===== config.mk =====
export PLATFORM = sky130hd
export DESIGN_NAME = command_line_byte_parser
export DESIGN_NICKNAME = d
export VERILOG_FILES = /design/src/design/clbp_pkg.sv /design/src/design/command_line_byte_parser.sv /design/src/design/clbp_parser.sv /design/src/design/clbp_result_fifo.sv
export SDC_FILE = /design/constraint.sdc
export NUM_CORES = 1
export LEC_CHECK = 0
export ABC_CLOCK_PERIOD_IN_PS = 6100
export BUFFER_PORTS_ARGS = -buffer_cell sky130_fd_sc_hd__buf_2
export CAP_MARGIN = 5
export CORE_ASPECT_RATIO = 0.5
export CORE_UTILIZATION = 49
export CTS_CLUSTER_DIAMETER = 100
export DETAILED_ROUTE_END_ITERATION = 12
export HOLD_SLACK_MARGIN = 0.12
export PLACE_DENSITY = 0.64
export SYNTH_ARGS = -nofsm -noshare
export SYNTH_HDL_FRONTEND = slang
export SYNTH_SLANG_ARGS = --single-unit
export TNS_END_PERCENT = 10

===== constraint.sdc =====
create_clock -name clk_i -period 6.1 [get_ports clk_i]
set_input_delay 1.22 -clock clk_i [delete_from_list [all_inputs] [get_ports clk_i]]
set_output_delay 1.22 -clock clk_i [all_outputs]
set_load 0.01 [all_outputs]

===== src/design/clbp_pkg.sv =====
// Shared types and constants of the command line byte parser.
package clbp_pkg;

  localparam logic [2:0] PH_COMMAND   = 3'd0;
  localparam logic [2:0] PH_ARGUMENT  = 3'd1;
  localparam logic [2:0] PH_AFTER_CR  = 3'd2;
  localparam logic [2:0] PH_DONE      = 3'd3;
  localparam logic [2:0] PH_ARG_ERROR = 3'd4;
  localparam logic [2:0] PH_CMD_ERROR = 3'd5;

  localparam logic [1:0] KIND_NONE = 2'd0;
  localparam logic [1:0] KIND_ECHO = 2'd1;
  localparam logic [1:0] KIND_GET  = 2'd2;

  localparam logic [7:0] CH_CR    = 8'h0D;
  localparam logic [7:0] CH_LF    = 8'h0A;
  localparam logic [7:0] CH_SPACE = 8'h20;
  localparam logic [7:0] CH_UP_A  = 8'h41;
  localparam logic [7:0] CH_UP_Z  = 8'h5A;
  localparam logic [7:0] CH_LO_A  = 8'h61;
  localparam logic [7:0] CH_LO_Z  = 8'h7A;
  localparam logic [7:0] CASE_MASK = 8'hDF;

  localparam logic [7:0] WORD_ECHO [4] = '{8'h45, 8'h43, 8'h48, 8'h4F};
  localparam logic [7:0] WORD_GET  [3] = '{8'h47, 8'h45, 8'h54};

  typedef struct packed {
    logic [2:0] phase;
    logic [1:0] command_kind;
    logic [6:0] arg_byte;
    logic       arg_valid;
    logic       last;
  } clbp_result_t;

  typedef struct packed {
    logic         push0;
    logic         push1;
    clbp_result_t res0;
    clbp_result_t res1;
  } clbp_push_t;

endpackage


===== src/design/command_line_byte_parser.sv =====
// Top level of the command line byte parser.
// Parses one text command line ("ECHO <arg>" or "GET <arg>", command word
// case-insensitive, ended by CR LF), one input word per cycle. Each accepted
// word is decided in the cycle it is taken and yields one result word, or two
// (CR then LF) when the argument limit is reached; those results go into a
// four-entry result queue. The input stalls while that queue has fewer than
// two free entries, so with an unstalled output a word is accepted every cycle;
// each result is registered in the queue before it is output. Done and error
// phases hold until reset.
module command_line_byte_parser #(
  parameter int LINE_MAX_BYTES  = 128,
  parameter int CMD_MAX_LETTERS = 8
) (
  input  logic       clk_i,
  input  logic       rst_ni,
  input  logic       in_valid_i,
  output logic       in_stall_o,
  input  logic [7:0] in_byte_i,
  output logic       out_valid_o,
  input  logic       out_stall_i,
  output logic [2:0] phase_o,
  output logic [1:0] command_kind_o,
  output logic [6:0] arg_byte_o,
  output logic       arg_valid_o,
  output logic       last_o
);
  import clbp_pkg::*;

  clbp_push_t   push;
  clbp_result_t out_res;
  logic         accept;

  assign accept = in_valid_i && !in_stall_o;

  clbp_parser #(
    .LINE_MAX_BYTES (LINE_MAX_BYTES),
    .CMD_MAX_LETTERS(CMD_MAX_LETTERS)
  ) u_parser (
    .clk_i    (clk_i),
    .rst_ni   (rst_ni),
    .accept_i (accept),
    .in_byte_i(in_byte_i),
    .push_o   (push)
  );

  clbp_result_fifo u_fifo (
    .clk_i      (clk_i),
    .rst_ni     (rst_ni),
    .push_i     (push),
    .full2_o    (in_stall_o),
    .out_valid_o(out_valid_o),
    .out_stall_i(out_stall_i),
    .out_res_o  (out_res)
  );

  assign phase_o        = out_res.phase;
  assign command_kind_o = out_res.command_kind;
  assign arg_byte_o     = out_res.arg_byte;
  assign arg_valid_o    = out_res.arg_valid;
  assign last_o         = out_res.last;

endmodule


===== src/design/clbp_parser.sv =====
// Parse state and per-word decode; produces one or two results per accepted word.
module clbp_parser #(
  parameter int LINE_MAX_BYTES  = 128,
  parameter int CMD_MAX_LETTERS = 8
) (
  input  logic                clk_i,
  input  logic                rst_ni,
  input  logic                accept_i,
  input  logic [7:0]          in_byte_i,
  output clbp_pkg::clbp_push_t push_o
);
  import clbp_pkg::*;

  localparam int POS_W    = $clog2(LINE_MAX_BYTES + 1);
  localparam int LIM_ECHO = LINE_MAX_BYTES - CMD_MAX_LETTERS - 1;
  localparam int LIM_GET  = LINE_MAX_BYTES - CMD_MAX_LETTERS - 2;

  logic [2:0]       phase_q, phase_d;
  logic [POS_W-1:0] pos_q, pos_d;
  logic [1:0]       kind_q, kind_d;
  logic [7:0]       letters_q [4];
  logic             letter_we;
  logic             is_letter, echo_hit, get_hit;
  logic             room_echo, room_get, end_echo, end_get, room, at_end;
  logic [7:0]       emit;
  logic             emit_valid, forced;

  assign is_letter = ((in_byte_i >= CH_UP_A) && (in_byte_i <= CH_UP_Z)) ||
                     ((in_byte_i >= CH_LO_A) && (in_byte_i <= CH_LO_Z));

  assign echo_hit = (pos_q == POS_W'(4)) &&
                    (letters_q[0] == WORD_ECHO[0]) && (letters_q[1] == WORD_ECHO[1]) &&
                    (letters_q[2] == WORD_ECHO[2]) && (letters_q[3] == WORD_ECHO[3]);
  assign get_hit  = (pos_q == POS_W'(3)) &&
                    (letters_q[0] == WORD_GET[0]) && (letters_q[1] == WORD_GET[1]) &&
                    (letters_q[2] == WORD_GET[2]);

  assign room_echo = (LIM_ECHO >= 2) && (int'(pos_q) < LIM_ECHO - 1);
  assign room_get  = (LIM_GET >= 2) && (int'(pos_q) < LIM_GET - 1);
  assign end_echo  = (LIM_ECHO >= 1) && (int'(pos_q) == LIM_ECHO - 1);
  assign end_get   = (LIM_GET >= 1) && (int'(pos_q) == LIM_GET - 1);
  assign room      = (kind_q == KIND_GET) ? room_get : room_echo;
  assign at_end    = (kind_q == KIND_GET) ? end_get : end_echo;

  always_comb begin
    phase_d    = phase_q;
    pos_d      = pos_q;
    kind_d     = kind_q;
    letter_we  = 1'b0;
    emit       = 8'h00;
    emit_valid = 1'b0;
    forced     = 1'b0;
    unique case (phase_q)
      PH_COMMAND: begin
        if ((pos_q <= POS_W'(CMD_MAX_LETTERS)) && is_letter) begin
          letter_we = 1'b1;
          pos_d     = pos_q + POS_W'(1);
        end else if ((pos_q <= POS_W'(CMD_MAX_LETTERS)) && (in_byte_i == CH_SPACE)) begin
          pos_d = '0;
          if (echo_hit) begin
            kind_d  = KIND_ECHO;
            phase_d = PH_ARGUMENT;
          end else if (get_hit) begin
            kind_d  = KIND_GET;
            phase_d = PH_ARGUMENT;
          end else begin
            phase_d = PH_CMD_ERROR;
          end
        end else begin
          phase_d = PH_CMD_ERROR;
        end
      end
      PH_ARGUMENT: begin
        if (room) begin
          if (!in_byte_i[7]) begin
            emit       = in_byte_i;
            emit_valid = 1'b1;
            pos_d      = pos_q + POS_W'(1);
            phase_d    = (in_byte_i == CH_CR) ? PH_AFTER_CR : PH_ARGUMENT;
          end else begin
            phase_d = PH_ARG_ERROR;
          end
        end else if (at_end) begin
          forced  = 1'b1;
          pos_d   = pos_q + POS_W'(2);
          phase_d = PH_DONE;
        end else begin
          phase_d = PH_ARG_ERROR;
        end
      end
      PH_AFTER_CR: begin
        if (in_byte_i == CH_LF) begin
          emit       = CH_LF;
          emit_valid = 1'b1;
          pos_d      = pos_q + POS_W'(1);
          phase_d    = PH_DONE;
        end else if (in_byte_i == CH_CR) begin
          phase_d = PH_AFTER_CR;
        end else if (!in_byte_i[7]) begin
          phase_d = PH_ARGUMENT;
        end else begin
          phase_d = PH_ARG_ERROR;
        end
      end
      PH_DONE, PH_ARG_ERROR, PH_CMD_ERROR: phase_d = phase_q;
      default: phase_d = PH_ARG_ERROR;
    endcase
  end

  always_comb begin
    push_o.push0 = accept_i;
    push_o.push1 = accept_i && forced;
    if (forced) begin
      push_o.res0 = '{phase: PH_DONE, command_kind: kind_q, arg_byte: CH_CR[6:0],
                      arg_valid: 1'b1, last: 1'b0};
    end else begin
      push_o.res0 = '{phase: phase_d, command_kind: kind_d, arg_byte: emit[6:0],
                      arg_valid: emit_valid, last: 1'b1};
    end
    push_o.res1 = '{phase: PH_DONE, command_kind: kind_q, arg_byte: CH_LF[6:0],
                    arg_valid: 1'b1, last: 1'b1};
  end

  always_ff @(posedge clk_i or negedge rst_ni) begin
    if (!rst_ni) begin
      phase_q <= PH_COMMAND;
      pos_q   <= '0;
      kind_q  <= KIND_NONE;
    end else if (accept_i) begin
      phase_q <= phase_d;
      pos_q   <= pos_d;
      kind_q  <= kind_d;
    end
  end

  always_ff @(posedge clk_i) begin
    if (accept_i && letter_we && (pos_q < POS_W'(4))) begin
      letters_q[pos_q[1:0]] <= in_byte_i & CASE_MASK;
    end
  end

  a_done_sticky: assert property (@(posedge clk_i) disable iff (!rst_ni)
    (phase_q == PH_DONE) |=> (phase_q == PH_DONE))
    else $error("done phase left");

  a_kind_in_arg: assert property (@(posedge clk_i) disable iff (!rst_ni)
    ((phase_q == PH_ARGUMENT) || (phase_q == PH_AFTER_CR)) |->
      ((kind_q == KIND_ECHO) || (kind_q == KIND_GET)))
    else $error("argument phase without a command");

  a_phase_code: assert property (@(posedge clk_i) disable iff (!rst_ni)
    phase_q <= PH_CMD_ERROR)
    else $error("unused phase code");

endmodule


===== src/design/clbp_result_fifo.sv =====
// Four-entry result queue taking up to two results per cycle and giving one when the output is not stalled.
module clbp_result_fifo (
  input  logic                   clk_i,
  input  logic                   rst_ni,
  input  clbp_pkg::clbp_push_t   push_i,
  output logic                   full2_o,
  output logic                   out_valid_o,
  input  logic                   out_stall_i,
  output clbp_pkg::clbp_result_t out_res_o
);
  import clbp_pkg::*;

  clbp_result_t mem_q [4];
  logic [1:0]   wptr_q, wptr_d, rptr_q, rptr_d;
  logic [2:0]   count_q, count_d;
  logic         pop;

  assign out_valid_o = (count_q != 3'd0);
  assign out_res_o   = mem_q[rptr_q];
  assign pop         = out_valid_o && !out_stall_i;
  assign full2_o     = (count_q > 3'd2);

  always_comb begin
    wptr_d  = wptr_q + {1'b0, push_i.push0} + {1'b0, push_i.push1};
    rptr_d  = rptr_q + {1'b0, pop};
    count_d = count_q + {2'b00, push_i.push0} + {2'b00, push_i.push1} - {2'b00, pop};
  end

  always_ff @(posedge clk_i or negedge rst_ni) begin
    if (!rst_ni) begin
      wptr_q  <= '0;
      rptr_q  <= '0;
      count_q <= '0;
    end else begin
      wptr_q  <= wptr_d;
      rptr_q  <= rptr_d;
      count_q <= count_d;
    end
  end

  always_ff @(posedge clk_i) begin
    if (push_i.push0) begin
      mem_q[wptr_q] <= push_i.res0;
    end
    if (push_i.push1) begin
      mem_q[wptr_q + 2'd1] <= push_i.res1;
    end
  end

  a_no_overflow: assert property (@(posedge clk_i) disable iff (!rst_ni)
    push_i.push1 |-> (push_i.push0 && (count_q <= 3'd2)))
    else $error("result queue overflow");

endmodule


### Word level (Yosys, flattened, before mapping)

Memories as Yosys holds them, arrays and structs flattened.
Cells that the tools add are included.
Widths: inputs -> output; s select.

| word-level totals | value |
|---|---|
| memories | 2 |
| bits in writable memories | 84 |
| output and inout port bits | 16 |
| register bits | 20 |
| word-level logic and storage cells | 120 |
| input port bits | 12 |

| operators by class | value |
|---|---|
| add/sub/neg operators | 9 |
| $lt $le $gt $ge | 9 |
| equality and inequality tests | 24 |
| reductions and logical operators | 24 |
| mux-type cells | 46 |

Memories:

| name | depth | width | read ports | clocked after memory_dff | wr ports | RTL line | text |
|---|---|---|---|---|---|---|---|
| u_fifo.mem_q | 4 | 14 | 1 | 0 | 2 | clbp_result_fifo.sv:13 | `clbp_result_t mem_q [4];` |
| u_parser.letters_q | 4 | 7 | 4 | 0 | 1 | clbp_parser.sv:21 | `logic [7:0] letters_q [4];` |

Operators with widths:

| cell | count |
|---|---|
| $eq 8x7->1 const B | 7 |
| $mux 8 | 6 |
| $mux 3 | 10 |
| $pmux 8 s3 | 1 |
| $eq 8x4->1 const B | 2 |
| $eq 8x8->1 const B | 2 |
| $ge 8x7->1 const B | 2 |
| $le 8x7->1 const B | 2 |
| $logic_and 1x1->1 | 16 |
| $lt 8x7->1 const B | 2 |
| $mux 1 | 16 |
| $mux 14 | 1 |
| $mux 7 | 2 |
| $pmux 7 s2 | 1 |
| $mux 2 | 6 |
| $pmux 3 s4 | 1 |
| $add 8x1->8 const B | 1 |
| $add 8x2->8 const B | 1 |
| $eq 8x2->1 const B | 1 |
| $eq 8x3->1 const B | 1 |
| $eq 8x6->1 const B | 1 |
| $le 8x4->1 const B | 1 |
| $lt 8x3->1 const B | 1 |
| $add 2x1->2 | 3 |
| 19 further kinds | 25 |

### Logic depth before layout (Yosys ltp)

An unclocked memory read counts as a cell.

| depth | value |
|---|---|
| depth in word-level cells | 11 |
| mapped depth | 13 |
| gate-level depth less buffers | 11 |

### Modules after synthesis

From an unflattened synthesis, not the netlist that was laid out.

| second synthesis, totals | value |
|---|---|
| cells, all modules | 407 |
| area total of the unflattened synthesis | 5615.4 µm² |

By module, submodules not included:

| module | area each (µm²) | instances | cells an instance | sequential area each (µm²) |
|---|---|---|---|---|
| clbp_result_fifo | 3120.5 | 1 | 170 | 1856.8 |
| clbp_parser | 2481.1 | 1 | 236 | 1166.1 |
| command_line_byte_parser | 13.8 | 1 | 1 | 0.0 |

### Worst setup path before layout

OpenSTA, ideal clock, no wires.

| timing | value |
|---|---|
| kind | input-to-reg |
| from | input in_byte_i[0] |
| to | memory u_fifo.mem_q[3][9] (netlist bit) (data pin) |
| slack | 2.724 ns |
| required time | 5.823 ns |
| data arrival time | 3.099 ns |
| setup time | 0.277 ns |
| path buffers | 1 |
| stages | 7 |
| path through | or4b_2 a2111o_1 nor3_4 and4bb_1 buf_4 nand2b_1 a21oi_1 |

RTL lines:

| element | RTL line | text |
|---|---|---|
| start: declaration | command_line_byte_parser.sv:18 | `input logic [7:0] in_byte_i,` |
| end: declaration | clbp_result_fifo.sv:13 |  |

==> flow_summary_export.csv <==
group,metric,value,unit
layout,final_cell_mix,"dfxtp_1 (48), nand2_1 (45), edfxtp_1 (36), buf_2 (27), nor2_1 (22)",
layout,antenna_cells,0,
detailed_routing,drtIter0Drc,389,
critical_path,r2r-start,"u_fifo.count_q[1]",
clocking,cts.sinks,104,
global_route,grt_pass1_vias,3562,
synthesis,synth_seq_cells,104,
detailed_routing,wl_per_cell,20.4,microns
die,initial_utilization,0.515,
clocking,holdBufCountCts,0,
placed_design,finalWeightedCongestion,0.864,
pwr,p_leak,2.07,nW
hold_path,worstHoldStart,"u_fifo.mem_q[0][13]",
placed_design,dp_hpwl,8490,microns
global_route,overflow,0,
clocking,cts_made_buffers,9,
clocking,htree_levels,3,
synthesis,ys.flop_type,"dfxtp_1",
pwr,peakVddDrop,0.000326,V
detailed_routing,viasPerCell,6.33,
sta,rsz0062_at_grt,"no",
clocking,postCtsSetupRepairBufs,0,
layout,area_delta_synth_final,10.8,%
die,die_y,73.2,microns
die,num_rows,25,
critical_path,path_class,"in2reg",
pwr,pwr_density_cell,430,nW/um^2
synthesis,syn_inst,441,
critical_path,reg2reg_to,"u_fifo.mem_q[3][10]",
hold_path,hold_path_depth,2,
clocking,cts.repair.resized,0,
sta,finalClockSkew,0.00614,ns
synthesis,syn-num-nets,464,
clocking,cts-root-buf,"clkbuf_16",
layout,fin_nets,482,
synthesis,async_flop_share,0.192,
sta,min_period_over_period,0.597,
flow_run,cap_viol_max_count,0,
die,die-width,144,microns
synthesis,synth_area_leaders,"edfxtp_1 (22%), dfxtp_1 (19%), dfrtp_1 (10%), mux4_2 (6.3%), nand2_1 (3.4%)",
sta,finalSetupViolCount,0,
run_status,run_status,"finished clean",
sta,tns,0,ns
synthesis,yosysTopAreaCell,"edfxtp_1",
synthesis,ys_types,75,
clocking,clock_latency,0.34,ns
critical_path,crit_fanout,10,
placed_design,pre_cts_ws,2.20,ns
sta,relSlewSlack,0.132,
hold_path,hold_class,"reg2reg",
sta,fmaxAchievable,275,MHz
die,io_pins,28,
die,die_area,10600,sq um
global_route,grt_antenna_before_repair,0,
synthesis,synth_area,4970,sq um
die,core,9630,sq um
sta,tightest_slew,1.29,ns
critical_path,worstRegToRegCells,9,
synthesis,synth_area_per_cell,11.3,sq um
placed_design,dpl_cell_area,5200,sq um
detailed_routing,final_antenna_net_count,0,
detailed_routing,drt-total-wl,12200,microns
sta,setup_ws,2.46,ns
sta,fin_crit,3.64,ns
clocking,clk_pin_slew,0.07,ns
clocking,cts_tree,"yes",
layout,stdcell_area,5500,sq um
critical_path,rrSetupSlack,2.58,ns
synthesis,synth.top_cell.area_share,0.218,
sta,slew_violations,0,
synthesis,synth-seq-area-share,0.512,
layout,drive_gt1_frac,0.162,
placed_design,portBuffers,27,
global_route,grt_pass1_wl,19200,microns
critical_path,required,6.17,ns
critical_path,worstPathArrival,3.71,ns
global_route,grt_max_degree,21,
critical_path,cp-start-kind,"primary input",
detailed_routing,drtPass1Iterations,5,
detailed_routing,drc,0,
global_route,track_usage,0.247,
layout,layout_commonest_cell,"dfxtp_1",
detailed_routing,num_vias,3790,
hold_path,min_to,"u_fifo.mem_q[0][13]",
synthesis,synth_edf_count,36,
critical_path,cp-end-kind,"flop",
synthesis,yosys_warnings,0,
sta,finalHoldViolations,0,
clocking,clockBufferDepth,2,
## worst max path at each step
stage                      startpoint             endpoint  depth (start not counted)
detailed placement       in_byte_i[0]   u_fifo.mem_q[3][9]                          7
CTS                      in_byte_i[0]   u_fifo.mem_q[3][9]                          7
global placement         in_byte_i[0]   u_fifo.mem_q[3][9]                          7
global route        u_fifo.count_q[1]  u_fifo.mem_q[3][10]                          9
floorplan                in_byte_i[0]   u_fifo.mem_q[3][9]                          7
finish                   in_byte_i[0]   u_fifo.mem_q[3][9]                          7
## critical path: stages
cell	delay, ns
buf_2	0.16
or4b_2	0.68
a2111o_1	0.44
nor3_4	0.41
and4bb_1	0.51
nand2b_1	0.20
a21oi_1	0.07
## report_power, final
part | internal (mW) | total (mW) | switching, mW | leakage (nW)
clock | 0.319 | 0.575 | 0.256 | 0.148
combinational | 0.362 | 0.720 | 0.359 | 0.939
sequential | 0.891 | 1.07 | 0.180 | 0.981
## synthesized netlist by cell type, types with 3 or more instances
| cell type | instances |
|---|---|
| dfxtp_1 | 48 |
| nand2_1 | 45 |
| edfxtp_1 | 36 |
| nor2_1 | 22 |
| dfrtp_1 | 20 |
| a21oi_1 | 19 |
| o22a_1 | 17 |
| clkbuf_1 | 16 |
| mux4_2 | 14 |
| inv_1 | 12 |
| nand3_1 | 12 |
| o21ai_0 | 12 |
| a22o_1 | 11 |
| a31oi_1 | 10 |
| ha_1 | 10 |
| o2bb2ai_1 | 7 |
| and2_1 | 6 |
| nor3_1 | 6 |
| nor4bb_1 | 6 |
| o21ai_1 | 6 |
| nor2b_1 | 5 |
| nor3b_1 | 5 |
| or3_1 | 5 |
| nand4_1 | 4 |
| or2_2 | 4 |
| xnor2_1 | 4 |
| a2111o_1 | 3 |
| a21o_1 | 3 |
| and3_1 | 3 |
| buf_2 | 3 |
| inv_2 | 3 |
| nand4b_1 | 3 |
| o22ai_1 | 3 |
| xor2_1 | 3 |
## cell families after synthesis
logic type | share of synthesized area
adders and majority gates | 0.0292
DFF | 0.512
buffers and inverters | 0.0295
muxes | 0.0658
xor gates and xnor gates | 0.0123
and+or+nand+nor | 0.160
AOI/OAI and AO/OA | 0.191
## layer usage
layer	GRT usage	up-vias	wire length, microns	share of wire
li1	-	1733	-	-
met1	0.343	1894	5430	0.44
met2	0.378	149	5600	0.46
met3	0.0682	14	1030	0.084
met4	0.0760	0	150	0.012
met5	0	-	0	0
## metrics by stage
stage | hold slack, ns | instances | utilization | power (mW)
floorplan | 0.420 | 441 | - | 1.57
global placement | 0.439 | 583 | 0.540 | 1.77
detailed placement | 0.449 | 583 | 0.540 | 1.80
CTS | 0.460 | 599 | 0.571 | 2.38
global route | 0.479 | 599 | 0.571 | 2.50
finish | 0.462 | 599 | 0.571 | 2.37
## state kept, by name, indices dropped and copies added (netlist names)
name / cells
u_parser.kind_q: 2
u_fifo.mem_q: 56
u_parser.pos_q: 8
u_fifo.rptr_q: 2
u_parser.phase_q: 3
u_fifo.count_q: 3
u_parser.letters_q: 28
u_fifo.wptr_q: 2
## layout make-up
cell class | instances | area [sq um]
Clock buffer | 13 | 272
Clock inverter | 3 | 28.8
Fill cell | 822 | 4130
Inverter | 15 | 56.3
Multi-Input combinational cell | 300 | 2280
Sequential cell | 104 | 2540
Tap cell | 135 | 169
Timing Repair Buffer | 29 | 150
(Power assumes the default switching activity.)
